==> src/hdl/itsbs_pkg.sv <==
`default_nettype none
package itsbs_pkg;

  localparam int unsigned FIELD_W = 64;
  localparam int unsigned QTY_W   = 16;
  localparam int unsigned PRI_W   = 3;

  typedef enum logic [2:0] {
    REQ_INSERT = 3'd0,
    REQ_REMOVE = 3'd1,
    REQ_LIST   = 3'd2,
    REQ_SORT   = 3'd3,
    REQ_SEARCH = 3'd4
  } req_t;

  typedef enum logic [1:0] {
    SORT_NAME = 2'd0,
    SORT_TYPE = 2'd1,
    SORT_PRI  = 2'd2,
    SORT_NONE = 2'd3
  } sort_t;

  typedef enum logic [2:0] {
    ST_OK        = 3'd0,
    ST_FULL      = 3'd1,
    ST_EMPTY     = 3'd2,
    ST_NOT_FOUND = 3'd3,
    ST_NOT_NAME  = 3'd4
  } status_t;

  typedef enum logic [3:0] {
    S_IDLE,
    S_RD,      // issue table read
    S_CMP,     // use registered read data
    S_SHIFT_RD,
    S_SHIFT_WR,
    S_SORT_LD,
    S_SORT_CMP,
    S_SORT_PUT,
    S_SORT_END, // place the key at the front of the table
    S_OUT
  } state_t;

  typedef struct packed {
    logic [FIELD_W-1:0] name;
    logic [FIELD_W-1:0] kind;
    logic [QTY_W-1:0]   qty;
    logic [PRI_W-1:0]   pri;
  } rec_t;

  // Compare request from the sequencer to the shared comparator.
  typedef struct packed {
    sort_t              mode;
    rec_t               key;
    rec_t               entry;
  } cmp_req_t;

  typedef struct packed {
    logic eq;   // names equal
    logic lt;   // key goes before entry for the selected mode
  } cmp_rsp_t;

endpackage
`default_nettype wire

==> src/hdl/itsbs_cmp.sv <==
`default_nettype none
// Shared comparator used by remove, sort and search.
module itsbs_cmp (
  input  var itsbs_pkg::cmp_req_t req,
  output var itsbs_pkg::cmp_rsp_t rsp
);
  always_comb begin
    rsp.eq = (req.key.name == req.entry.name);
    case (req.mode)
      itsbs_pkg::SORT_NAME: rsp.lt = req.key.name < req.entry.name;
      itsbs_pkg::SORT_TYPE: rsp.lt = req.key.kind < req.entry.kind;
      itsbs_pkg::SORT_PRI:  rsp.lt = req.key.pri > req.entry.pri;
      default:              rsp.lt = 1'b0;
    endcase
  end
endmodule
`default_nettype wire

==> src/hdl/itsbs_table.sv <==
`default_nettype none
// Record memory: one write port, one registered read port.
module itsbs_table #(
  parameter int unsigned DEPTH = 16
) (
  input  wire                     clk,
  input  wire                     we,
  input  wire [$clog2(DEPTH)-1:0] waddr,
  input  var itsbs_pkg::rec_t     wdata,
  input  wire [$clog2(DEPTH)-1:0] raddr,
  output var itsbs_pkg::rec_t     rdata
);
  itsbs_pkg::rec_t mem [DEPTH];

  always_ff @(posedge clk) begin
    if (we) begin
      mem[waddr] <= wdata;
    end
    rdata <= mem[raddr];
  end
endmodule
`default_nettype wire

==> src/hdl/item_table_sort_and_binary_search_core.sv <==
`default_nettype none
// Sequence: insert writes in S_RD when there is room; every request ends in S_OUT, which raises
// out_valid; list steps each record through S_RD, S_CMP and S_OUT; remove and search probe each
// entry through S_RD and S_CMP, remove then shifts each later entry via S_SHIFT_RD and S_SHIFT_WR;
// sort: S_SORT_LD per record, S_SORT_CMP and S_SORT_PUT per comparison, S_SORT_END at the front.
// Concurrency: one transaction at a time, over the one-write one-read record memory and the one
// shared comparator. in_ready is high only while the sequencer is idle.
// Reset: rst_n, synchronous active low, clears fill count, sorted flag, compare count, result valid
// and the sequencer. Record memory is not cleared; entries beyond the fill count are never read.
module item_table_sort_and_binary_search_core #(
  parameter int unsigned DEPTH     = 16,
  parameter int unsigned KEY_CHARS = 8
) (
  input  wire        clk,
  input  wire        rst_n,
  input  wire        in_valid,
  output logic       in_ready,
  input  wire [2:0]  in_req_type,
  input  wire [1:0]  in_sort_by,
  input  wire [63:0] in_name_key,
  input  wire [63:0] in_type_key,
  input  wire [15:0] in_quantity,
  input  wire [2:0]  in_priority_req,
  output logic       out_valid,
  input  wire        out_ready,
  output logic [2:0]  out_status,
  output logic [63:0] out_item_name,
  output logic [63:0] out_item_type,
  output logic [15:0] out_item_quantity,
  output logic [2:0]  out_item_priority,
  output logic [3:0]  out_item_position,
  output logic [4:0]  out_entry_count,
  output logic [7:0]  out_compare_count,
  output logic        out_sorted_by_name,
  output logic        out_last
);
  localparam int unsigned AW = $clog2(DEPTH);
  localparam int unsigned CW = $clog2(DEPTH + 1);
  localparam int unsigned IW = AW + 2;  // signed index with room for -1 and DEPTH
  localparam logic [63:0] KMASK = (KEY_CHARS >= 8) ? '1 : ((64'd1 << (8 * KEY_CHARS)) - 64'd1);

  itsbs_pkg::state_t state_r, state_nxt;

  // Request latched at acceptance.
  itsbs_pkg::req_t  req_r;
  itsbs_pkg::sort_t mode_r;
  itsbs_pkg::rec_t  key_r;     // input record, or the record being inserted by the sort

  logic [CW-1:0] fill_r;
  logic          flag_r;
  logic [7:0]    ccnt_r;

  // Working indexes. i is the outer index, j the probe index; lo/hi for binary search.
  logic [IW-1:0] i_r, j_r, lo_r, hi_r;

  // Result register.
  logic             ov_r;
  itsbs_pkg::status_t ost_r;
  itsbs_pkg::rec_t  orec_r;
  logic [3:0]       opos_r;
  logic             olast_r;

  // Memory port.
  logic            mwe;
  logic [AW-1:0]   mwaddr, mraddr;
  itsbs_pkg::rec_t mwdata, mrdata;

  itsbs_table #(.DEPTH(DEPTH)) u_table (
    .clk(clk), .we(mwe), .waddr(mwaddr), .wdata(mwdata), .raddr(mraddr), .rdata(mrdata)
  );

  itsbs_pkg::cmp_req_t creq;
  itsbs_pkg::cmp_rsp_t crsp;
  itsbs_cmp u_cmp (.req(creq), .rsp(crsp));

  assign creq.mode  = (req_r == itsbs_pkg::REQ_SORT) ? mode_r : itsbs_pkg::SORT_NAME;
  assign creq.key   = key_r;
  assign creq.entry = mrdata;

  logic [IW-1:0] mid;
  assign mid = IW'((lo_r + hi_r) >> 1);

  logic [IW-1:0] fill_ext;
  assign fill_ext = IW'(fill_r);

  // Sequencer-driven control.
  logic accept;
  assign accept   = in_valid && in_ready;
  assign in_ready = (state_r == itsbs_pkg::S_IDLE) && !ov_r;

  // Next state.
  always_comb begin
    state_nxt = state_r;
    case (state_r)
      itsbs_pkg::S_IDLE: begin
        if (accept) begin
          case (in_req_type)
            itsbs_pkg::REQ_INSERT, itsbs_pkg::REQ_REMOVE, itsbs_pkg::REQ_LIST,
            itsbs_pkg::REQ_SEARCH: state_nxt = itsbs_pkg::S_RD;
            itsbs_pkg::REQ_SORT:   state_nxt = itsbs_pkg::S_SORT_LD;
            default:               state_nxt = itsbs_pkg::S_IDLE;
          endcase
        end
      end
      itsbs_pkg::S_RD: begin
        case (req_r)
          itsbs_pkg::REQ_INSERT: state_nxt = itsbs_pkg::S_OUT;
          itsbs_pkg::REQ_REMOVE, itsbs_pkg::REQ_LIST:
            state_nxt = (fill_r == '0) ? itsbs_pkg::S_OUT : itsbs_pkg::S_CMP;
          default: state_nxt = (!flag_r || $signed(lo_r) > $signed(hi_r)) ?
                               itsbs_pkg::S_OUT : itsbs_pkg::S_CMP;
        endcase
      end
      itsbs_pkg::S_CMP: begin
        case (req_r)
          itsbs_pkg::REQ_REMOVE: begin
            if (crsp.eq && (i_r + IW'(1) < fill_ext)) state_nxt = itsbs_pkg::S_SHIFT_RD;
            else if (crsp.eq || (i_r + IW'(1) >= fill_ext)) state_nxt = itsbs_pkg::S_OUT;
            else state_nxt = itsbs_pkg::S_RD;
          end
          itsbs_pkg::REQ_LIST: state_nxt = itsbs_pkg::S_OUT;
          default: state_nxt = crsp.eq ? itsbs_pkg::S_OUT : itsbs_pkg::S_RD;
        endcase
      end
      itsbs_pkg::S_SHIFT_RD: state_nxt = itsbs_pkg::S_SHIFT_WR;
      // The fill count already holds the reduced size while the gap is closed.
      itsbs_pkg::S_SHIFT_WR:
        state_nxt = (j_r + IW'(1) < fill_ext) ? itsbs_pkg::S_SHIFT_RD : itsbs_pkg::S_OUT;
      itsbs_pkg::S_SORT_LD:
        state_nxt = (i_r >= fill_ext) ? itsbs_pkg::S_OUT : itsbs_pkg::S_SORT_CMP;
      itsbs_pkg::S_SORT_CMP: state_nxt = itsbs_pkg::S_SORT_PUT;
      itsbs_pkg::S_SORT_PUT: begin
        // mrdata holds entry j, read issued in S_SORT_CMP.
        if (crsp.lt && j_r != '0) state_nxt = itsbs_pkg::S_SORT_CMP;
        else if (crsp.lt) state_nxt = itsbs_pkg::S_SORT_END;
        else state_nxt = itsbs_pkg::S_SORT_LD;
      end
      itsbs_pkg::S_SORT_END: state_nxt = itsbs_pkg::S_SORT_LD;
      itsbs_pkg::S_OUT: begin
        if (out_ready || !ov_r) begin
          if (req_r == itsbs_pkg::REQ_LIST && !olast_r && ov_r) state_nxt = itsbs_pkg::S_RD;
          else if (ov_r) state_nxt = itsbs_pkg::S_IDLE;
        end
      end
      default: state_nxt = itsbs_pkg::S_IDLE;
    endcase
  end

  // Memory controls.
  always_comb begin
    mwe    = 1'b0;
    mwaddr = i_r[AW-1:0];
    mwdata = key_r;
    mraddr = i_r[AW-1:0];
    case (state_r)
      itsbs_pkg::S_RD: begin
        if (req_r == itsbs_pkg::REQ_SEARCH) mraddr = mid[AW-1:0];
        if (req_r == itsbs_pkg::REQ_INSERT && fill_r < CW'(DEPTH)) begin
          mwe    = 1'b1;
          mwaddr = fill_r[AW-1:0];
        end
      end
      itsbs_pkg::S_SHIFT_RD: mraddr = AW'(j_r + IW'(1));
      itsbs_pkg::S_SHIFT_WR: begin
        mwe = 1'b1; mwaddr = j_r[AW-1:0]; mwdata = mrdata;
      end
      itsbs_pkg::S_SORT_LD: mraddr = i_r[AW-1:0];
      itsbs_pkg::S_SORT_CMP: mraddr = j_r[AW-1:0];
      itsbs_pkg::S_SORT_PUT: begin
        mwe = 1'b1;
        if (crsp.lt) begin
          mwaddr = AW'(j_r + IW'(1)); mwdata = mrdata;
        end else begin
          mwaddr = AW'(j_r + IW'(1)); mwdata = key_r;
        end
        mraddr = AW'(j_r - IW'(1));
      end
      itsbs_pkg::S_SORT_END: begin
        mwe = 1'b1; mwaddr = AW'(j_r + IW'(1)); mwdata = key_r;
      end
      default: ;
    endcase
  end

  // Registers.
  always_ff @(posedge clk) begin
    if (!rst_n) begin
      state_r <= itsbs_pkg::S_IDLE;
      fill_r  <= '0;
      flag_r  <= 1'b0;
      ccnt_r  <= '0;
      ov_r    <= 1'b0;
    end else begin
      state_r <= state_nxt;
      if (ov_r && out_ready) ov_r <= 1'b0;
      case (state_r)
        itsbs_pkg::S_IDLE: begin
          if (accept) begin
            req_r  <= itsbs_pkg::req_t'(in_req_type);
            mode_r <= itsbs_pkg::sort_t'(in_sort_by);
            key_r  <= '{name: in_name_key & KMASK, kind: in_type_key & KMASK,
                        qty: in_quantity, pri: in_priority_req};
            i_r    <= (in_req_type == itsbs_pkg::REQ_SORT) ? IW'(1) : '0;
            lo_r   <= '0;
            hi_r   <= IW'(fill_r) - IW'(1);
            if (in_req_type == itsbs_pkg::REQ_SORT) ccnt_r <= '0;
            ost_r  <= itsbs_pkg::ST_OK;
            orec_r <= '0;
            opos_r <= '0;
            olast_r <= 1'b1;
          end
        end
        itsbs_pkg::S_RD: begin
          case (req_r)
            itsbs_pkg::REQ_INSERT: begin
              if (fill_r >= CW'(DEPTH)) ost_r <= itsbs_pkg::ST_FULL;
              else begin
                orec_r <= key_r; opos_r <= 4'(fill_r);
                fill_r <= fill_r + CW'(1); flag_r <= 1'b0;
              end
            end
            itsbs_pkg::REQ_REMOVE, itsbs_pkg::REQ_LIST:
              if (fill_r == '0) ost_r <= itsbs_pkg::ST_EMPTY;
            default: begin
              if (!flag_r) ost_r <= itsbs_pkg::ST_NOT_NAME;
              else if ($signed(lo_r) > $signed(hi_r)) ost_r <= itsbs_pkg::ST_NOT_FOUND;
              j_r <= mid;
            end
          endcase
        end
        itsbs_pkg::S_CMP: begin
          case (req_r)
            itsbs_pkg::REQ_REMOVE: begin
              if (crsp.eq) begin
                orec_r <= mrdata; opos_r <= 4'(i_r);
                j_r <= i_r;
                fill_r <= fill_r - CW'(1); flag_r <= 1'b0;
              end else if (i_r + IW'(1) >= fill_ext) ost_r <= itsbs_pkg::ST_NOT_FOUND;
              else i_r <= i_r + IW'(1);
            end
            itsbs_pkg::REQ_LIST: begin
              orec_r <= mrdata; opos_r <= 4'(i_r);
              olast_r <= (i_r + IW'(1) == fill_ext);
              i_r <= i_r + IW'(1);
            end
            default: begin
              if (crsp.eq) begin
                orec_r <= mrdata; opos_r <= 4'(j_r);
              end else if (crsp.lt) hi_r <= j_r - IW'(1);
              else lo_r <= j_r + IW'(1);
            end
          endcase
        end
        itsbs_pkg::S_SHIFT_WR: j_r <= j_r + IW'(1);
        itsbs_pkg::S_SORT_LD: begin
          if (i_r >= fill_ext) flag_r <= (mode_r == itsbs_pkg::SORT_NAME);
          j_r <= i_r - IW'(1);
        end
        itsbs_pkg::S_SORT_CMP: begin
          // Record i arrives on the first probe only; later probes keep the key.
          if (j_r + IW'(1) == i_r) key_r <= mrdata;
        end
        itsbs_pkg::S_SORT_PUT: begin
          if (ccnt_r != 8'hFF) ccnt_r <= ccnt_r + 8'd1;
          if (crsp.lt) j_r <= j_r - IW'(1);
          else i_r <= i_r + IW'(1);
        end
        itsbs_pkg::S_SORT_END: i_r <= i_r + IW'(1);
        itsbs_pkg::S_OUT: begin
          if (!ov_r && state_nxt == itsbs_pkg::S_OUT) ov_r <= 1'b1;
        end
        default: ;
      endcase
    end
  end

  // Sort step: S_SORT_LD reads record i, S_SORT_CMP takes it as the key and reads entry j,
  // and S_SORT_PUT compares. A move copies entry j up one place and probes j-1; when the key
  // passes entry 0, S_SORT_END writes it at the front.

  assign out_valid          = ov_r;
  assign out_status         = ost_r;
  assign out_item_name      = orec_r.name;
  assign out_item_type      = orec_r.kind;
  assign out_item_quantity  = orec_r.qty;
  assign out_item_priority  = orec_r.pri;
  assign out_item_position  = opos_r;
  assign out_entry_count    = 5'(fill_r);
  assign out_compare_count  = ccnt_r;
  assign out_sorted_by_name = flag_r;
  assign out_last           = olast_r;

  // The table never holds more records than it has room for.
  assert property (@(posedge clk) disable iff (!rst_n) fill_r <= CW'(DEPTH))
    else $error("fill count overflow");
  // No new transaction is taken while a result waits.
  assert property (@(posedge clk) disable iff (!rst_n) ov_r |-> !in_ready)
    else $error("accepted while result pending");
  // A completed sort by any key other than name leaves the flag clear.
  assert property (@(posedge clk) disable iff (!rst_n)
    (ov_r && req_r == itsbs_pkg::REQ_SORT && mode_r != itsbs_pkg::SORT_NAME) |-> !flag_r)
    else $error("sorted flag wrong after sort");
endmodule
`default_nettype wire
==> config.mk <==
export PLATFORM = sky130hd
export DESIGN_NAME = item_table_sort_and_binary_search_core
export DESIGN_NICKNAME = d
export VERILOG_FILES = /design/src/hdl/itsbs_pkg.sv /design/src/hdl/itsbs_cmp.sv /design/src/hdl/itsbs_table.sv /design/src/hdl/item_table_sort_and_binary_search_core.sv
export SDC_FILE = /design/constraint.sdc
export NUM_CORES = 2
export LEC_CHECK = 0
export ABC_CLOCK_PERIOD_IN_PS = 31400
export BUFFER_PORTS_ARGS = -buffer_cell sky130_fd_sc_hd__buf_2
export CORE_MARGIN = 4
export CORE_UTILIZATION = 65
export DETAILED_ROUTE_END_ITERATION = 7
export PLACE_DENSITY_LB_ADDON = 0.1
export SLEW_MARGIN = 5
export SYNTH_ARGS = -nofsm -noshare
export SYNTH_HDL_FRONTEND = slang
export SYNTH_SLANG_ARGS = --single-unit
==> constraint.sdc <==
create_clock -name clk -period 31.4 [get_ports clk]
set_clock_uncertainty 0.15 [all_clocks]
set_input_delay 3.14 -clock clk [delete_from_list [all_inputs] [get_ports clk]]
set_output_delay 3.14 -clock clk [all_outputs]
set_load 0.02 [all_outputs]
# After elaboration in Yosys (flattened, before gate mapping)
# Memories as Yosys holds them, arrays and structs flattened. A register that Yosys moved wholly into a read port is not among the register bits.
# Cells that the tools add are included.
# op_classes
n_addsub	9
order_cmp	10
n_eq_ne	50
muxes	97
n_reduce_logical	48
# ops
cell	n
two-way mux 147 bit	8
one-hot mux 147 bit (2 select lines)	2
one-hot mux 147 bit (3 select lines)	1
< comparator 64 bit	2
two-way mux 6 bit	15
two-way mux 4 bit	20
equality test 64 bit	1
one-hot mux 4 bit (10 select lines)	1
one-hot mux 6 bit (2 select lines)	3
!= test 2 bit (second input constant)	17
one-hot mux 6 bit (5 select lines)	1
AND reduction 6 bit	5
two-way mux 3 bit	8
two-way mux 8 bit	3
one-hot mux 4 bit (2 select lines)	3
one-hot mux 4 bit (3 select lines)	2
one-hot mux 6 bit (4 select lines)	1
!= test 3 bit (second input constant)	7
two-way mux 5 bit	4
equality test 4 x 3 -> 1 bit (second input constant)	4
one-hot mux 4 bit (4 select lines)	1
one-hot mux 8 bit (2 select lines)	1
two-way mux 1 bit	14
AND reduction 7 bit	2
51 further kinds	88
# word_totals
reg_bits	350
ramBits	2352
input_bits	156
out_inout_bits	171
mem_count	1
# mem_list
memory	words	word_bits	rd	rd_clocked_by_memory_dff	write_ports	line	source
u_table.mem	16	147	1	1	1	itsbs_table.sv:13	itsbs_pkg::rec_t mem [DEPTH];

# Longest topological paths before layout
# logic_depth
ltp_word	11
mapped_depth	15
depth_no_buf	11

# Cells and area by module
# From an unflattened synthesis, not the netlist that was laid out.
# hier_totals
hier_cells	5931
hier_area_um2	112660.6
# by_module_without_submodules
module	instances	cells_each	area_per_inst_um2	seq_area_each_um2
itsbs_table	1	3836	91132.4	73570.6
item_table_sort_and_binary_search_core	1	1635	18243.7	10319.9
itsbs_cmp	1	460	3284.4	0.0

# Least setup slack after synthesis
# OpenSTA, ideal clock, no wires.
# synth_timing
kind	input port to flip-flop
from	in in_valid
to	reg orec_r (netlist bit out_item_name[0]) (enable)
setup_time_ns	0.741
arrival_ns	11.067
required_ns	30.509
slack_ns	19.442
cell_stages	4
n_path_buf	0
cell_sequence	nor2b_1 > o21ai_0 > a211o_1 > a31oi_1
# synth_via
elab_chain_cells	3
# synth_rtl
element	line	source
from (decl)	item_table_sort_and_binary_search_core.sv:16	input wire in_valid,
logical AND 1 bit	item_table_sort_and_binary_search_core.sv:88	assign accept = in_valid && in_ready;
!= test 2 bit (no source line)	n/a	
AND reduction 6 bit (no source line)	n/a	
to (signal assigned)	item_table_sort_and_binary_search_core.sv:218	orec_r <= key_r; opos_r <= 4'(fill_r);
to (signal assigned)	item_table_sort_and_binary_search_core.sv:235	orec_r <= mrdata; opos_r <= 4'(i_r);
to (signal assigned)	item_table_sort_and_binary_search_core.sv:242	orec_r <= mrdata; opos_r <= 4'(i_r);
to (decl)	item_table_sort_and_binary_search_core.sv:59	itsbs_pkg::rec_t orec_r;
# Every way passes these cells.
# A chain may end at the register's enable or synchronous reset.

# Worst setup path in the final report
# layout_timing
from	reg state_r[3]
to	reg, netlist name u_table.rdata[23]
# layout_via
elab_chain_cells	2
word_cells_on_any_way	5
# layout_rtl
element	line	source
from (decl)	item_table_sort_and_binary_search_core.sv:42	itsbs_pkg::state_t state_r, state_nxt;
from (signal assigned)	item_table_sort_and_binary_search_core.sv:188	state_r <= itsbs_pkg::S_IDLE;
from (signal assigned)	item_table_sort_and_binary_search_core.sv:194	state_r <= state_nxt;
equality test 4 x 3 -> 1 bit (tied with other cells)	item_table_sort_and_binary_search_core.sv:155	case (state_r)
one-hot mux 4 bit (4 select lines) (*)	item_table_sort_and_binary_search_core.sv:155	
# Every way passes the cells marked *; elsewhere a longest branch is shown, timed or not.

==> metrics.txt <==
Core Region=0.181 sq mm; Post-route DRC=0; HPWL Detailed=152 mm; Period minus WS final=7260 ps; final wirelength=297 mm; antenna violations before repair=7; Chip Width=435 um; P&R area growth vs syn=10.7%; critical path's slowest cell=a221o_4; via count=72.2k; CP Class=flop to flop; Reg clk slew, reported paths=60 ps; die outline height=~440 um; Yosys reg bits=2849; placed cells=10.6k; final worst path period share=23.1%; DRT antenna net count=0; # clock sinks=2849; R2R Setup Slk=around 24000 ps; gr ovfl total=0; Syn Nets=about 8.7k; Routability Congestion=between 0.8 and 0.9; proportion of layout cells with a drive suffix above 1=between 10% and 20%; Post-synth top flop=edfxtp_1; # nets final=8900; commonest non-fill, non-tap cells in the layout=edfxtp_1, nand2_1, a211oi_1; Fmax=roughly 140 MHz; Mapped Cells=approximately 8.4k; Starting Density=65.4%; max_slew headroom=14.0%; kind of end point of the critical path=flop; Netlist cell types=80; CTS tree=done; Rows=156; Final setup viols=0; final slew viol count=0; register area share after synthesis=70.8%; syn_area_per_cell=14.1 sq um; DP Area=about 0.12 sq mm; Post-Syn Area=between 0.1 and 0.15 sq mm; H-tree depth=5; hold path depth=2; CP most frequent cell=buf_4; gr usage total=30.7%; FILL cells=11.5k; Layout Cells excl Fill=11.2k; Register-to-Register Path Depth=13; CP arrival=7950 ps; max-cap viol count=0; crit-path max FO=199; Static Leak=45.9 nW; I/O Buffers=326; routed vias/inst=about 6.5; Overall Power=13.6 mW; clk root buf=clkbuf_16; Req. time, crit path=32080 ps; RSZ-0062 raised after global routing=no; pre-CTS setup slack=24170 ps; TNS Setup=0 ps; most common cell after layout, fill and taps aside=edfxtp_1; Crit path largest cell delay=910 ps; design area=0.131 sq mm; status=finished clean; first-pass GRT wire length=440 mm; I/O pins=around 330; Worst Hold Launch=out_compare_count[5]; worst vdd ir=0.135 mV; Clock Latency Late Sink=roughly 930 ps; Hold WC Path Type=flop to flop; CTS hold repair buffers=0; Worst Setup Start Kind=flop; pin count of the biggest net entering global routing=227; hold violation count in the final report=0; number of global-route vias before repair=70.0k; post-CTS sizing=0; Post-CTS Setup Inserts=0; power density cells=approximately 100 mW/mm^2; PnR worst setup slack=between 20000 and 25000 ps; clock buffer depth=4; die area=0.189 sq mm; Async SR Flop Fraction=0%; reg2reg end=u_table.rdata[23]; Syn. warnings=0; Worst Tran Pin Value=around 1300 ps; Initial DRT Pass Iterations=6; Post-synth EDFFs=~2.7k; reg2reg start=state_r[3]; Endpoint, Worst Hold=out_compare_count[5]; drt wl/cell=26.6 um; total CTS buffers=299; CP Cell Sequence=nor4b_4 > buf_12 > a221o_1 > a221o_4 > buf_12 > buf_4 > buf_4 > buf_4 > and2_1 > a211oi_1 > a31oi_1 > mux2i_1 > mux2i_1; initial detailed-routing violation count=8077
state kept, by name, indices dropped and copies added (netlist names), 4 cells and up:
register           flops
creq                 147
hi_r                   6
i_r                    6
j_r                    6
lo_r                   6
out_compare_count      8
out_entry_count        5
out_item_name         64
out_item_position      4
out_item_quantity     16
out_item_type         64
state_r                4
u_table.mem         2352
u_table.rdata        147
routing by layer:
metal | part of all wire [%] | up-vias | track usage, %
met5 | 0 | - | 0
met4 | 4.7 | 0 | 14.1
met3 | 7.5 | 676 | 4.09
met2 | 48 | 3101 | 50.0
met1 | 39 | 36323 | 41.9
li1 | - | 32061 | -
area by class of cell:
class | count | area [sq um] | share of cell area (%)
flip-flops and latches | 2849 | 83900 | 63.9
inverters | 169 | 634 | 0.483
clock buffers | 412 | 8420 | 6.42
clock inverters | 112 | 867 | 0.661
repair buffers | 432 | 2720 | 2.07
well taps | 2370 | 2970 | 2.26
multi-input cells | 4827 | 31700 | 24.2
diodes | 6 | 15.0 | 0.0114
worst max-delay path, delay by kind of cell, from the launching register on:
| family | cells | cell delay [ps] |
|---|---|---|
| AND/OR/NAND/NOR | 2 | 650 |
| multiplexers | 2 | 260 |
| buffers and inverters | 5 | 3680 |
| flip-flops | 1 | 580 |
| AO/OA/AOI/OAI | 4 | 1650 |
cell usage after synthesis, drive strengths merged (3+ instances only):
library cell | n | area (sq um)
a221oi | 25 | 225
a22oi | 3 | 27.5
nand3 | 33 | 165
nor3b | 6 | 45.0
or4 | 5 | 37.5
o221ai | 3 | 26.3
nand2b | 9 | 56.3
a2111oi | 7 | 86.3
a22o | 19 | 166
nand3b | 22 | 165
nor4 | 3 | 25.0
nand2 | 1410 | 5290
inv | 169 | 634
mux2 | 275 | 3100
o21ai | 180 | 901
and4 | 7 | 61.3
and3 | 8 | 50.1
clkbuf | 293 | 1100
nor3 | 23 | 115
a221o | 6 | 60.1
a21o | 21 | 158
edfxtp | 2683 | 80600
a211oi | 600 | 4500
buf | 263 | 1460
nor2b | 15 | 93.8
a21boi | 21 | 158
mux2i | 447 | 4470
a21oi | 100 | 500
a31oi | 597 | 3730
xnor2 | 25 | 219
o22ai | 11 | 68.8
o211ai | 5 | 37.5
o31a | 4 | 35.0
nor2 | 74 | 278
dfxtp | 166 | 3320
and2 | 596 | 3730
o21a | 6 | 45.0
nand4 | 46 | 288
ha | 164 | 2050
xor2 | 14 | 123
cells by family after synthesis:
| logic type | share of synthesized area (%) |
|---|---|
| xor+xnor | 0.288 |
| compound gates | 9.24 |
| flops | 70.8 |
| simple gates | 8.85 |
| buf+inv | 2.70 |
| mux | 6.39 |
| fa+ha+maj | 1.76 |
where the power goes:
part           leakage (nW)  switching [mW]  internal [mW]
Clock                  4.55            1.39           1.97
Combinational          15.7            3.19           1.41
Sequential             25.7           0.309           5.38
Total                  45.9            4.89           8.76
through the flow:
step | util (%) | hold WS [ps]
after floorplan | - | 392
final | 72.4 | 371
after detailed placement | 67.3 | 354
after CTS | 72.4 | 374
after global placement | 67.3 | 335
after global routing | 72.4 | 423
worst max-delay path by stage:
| stage | start | to | slack (ps) | cells past startpoint |
|---|---|---|---|---|
| 6_report | state_r[3] | u_table.rdata[23] | 24140 | 13 |
| 3_3_place_gp | state_r[3] | u_table.rdata[27] | 24320 | 13 |
| 2_1_floorplan | in_valid | out_item_name[0] | 19440 | 4 |
| 4_1_cts | state_r[3] | u_table.rdata[23] | 24130 | 13 |
| 5_1_grt | state_r[3] | u_table.rdata[23] | 23630 | 13 |
| 3_5_place_dp | state_r[3] | u_table.rdata[23] | 24170 | 13 |
(Power assumes the default switching activity.)
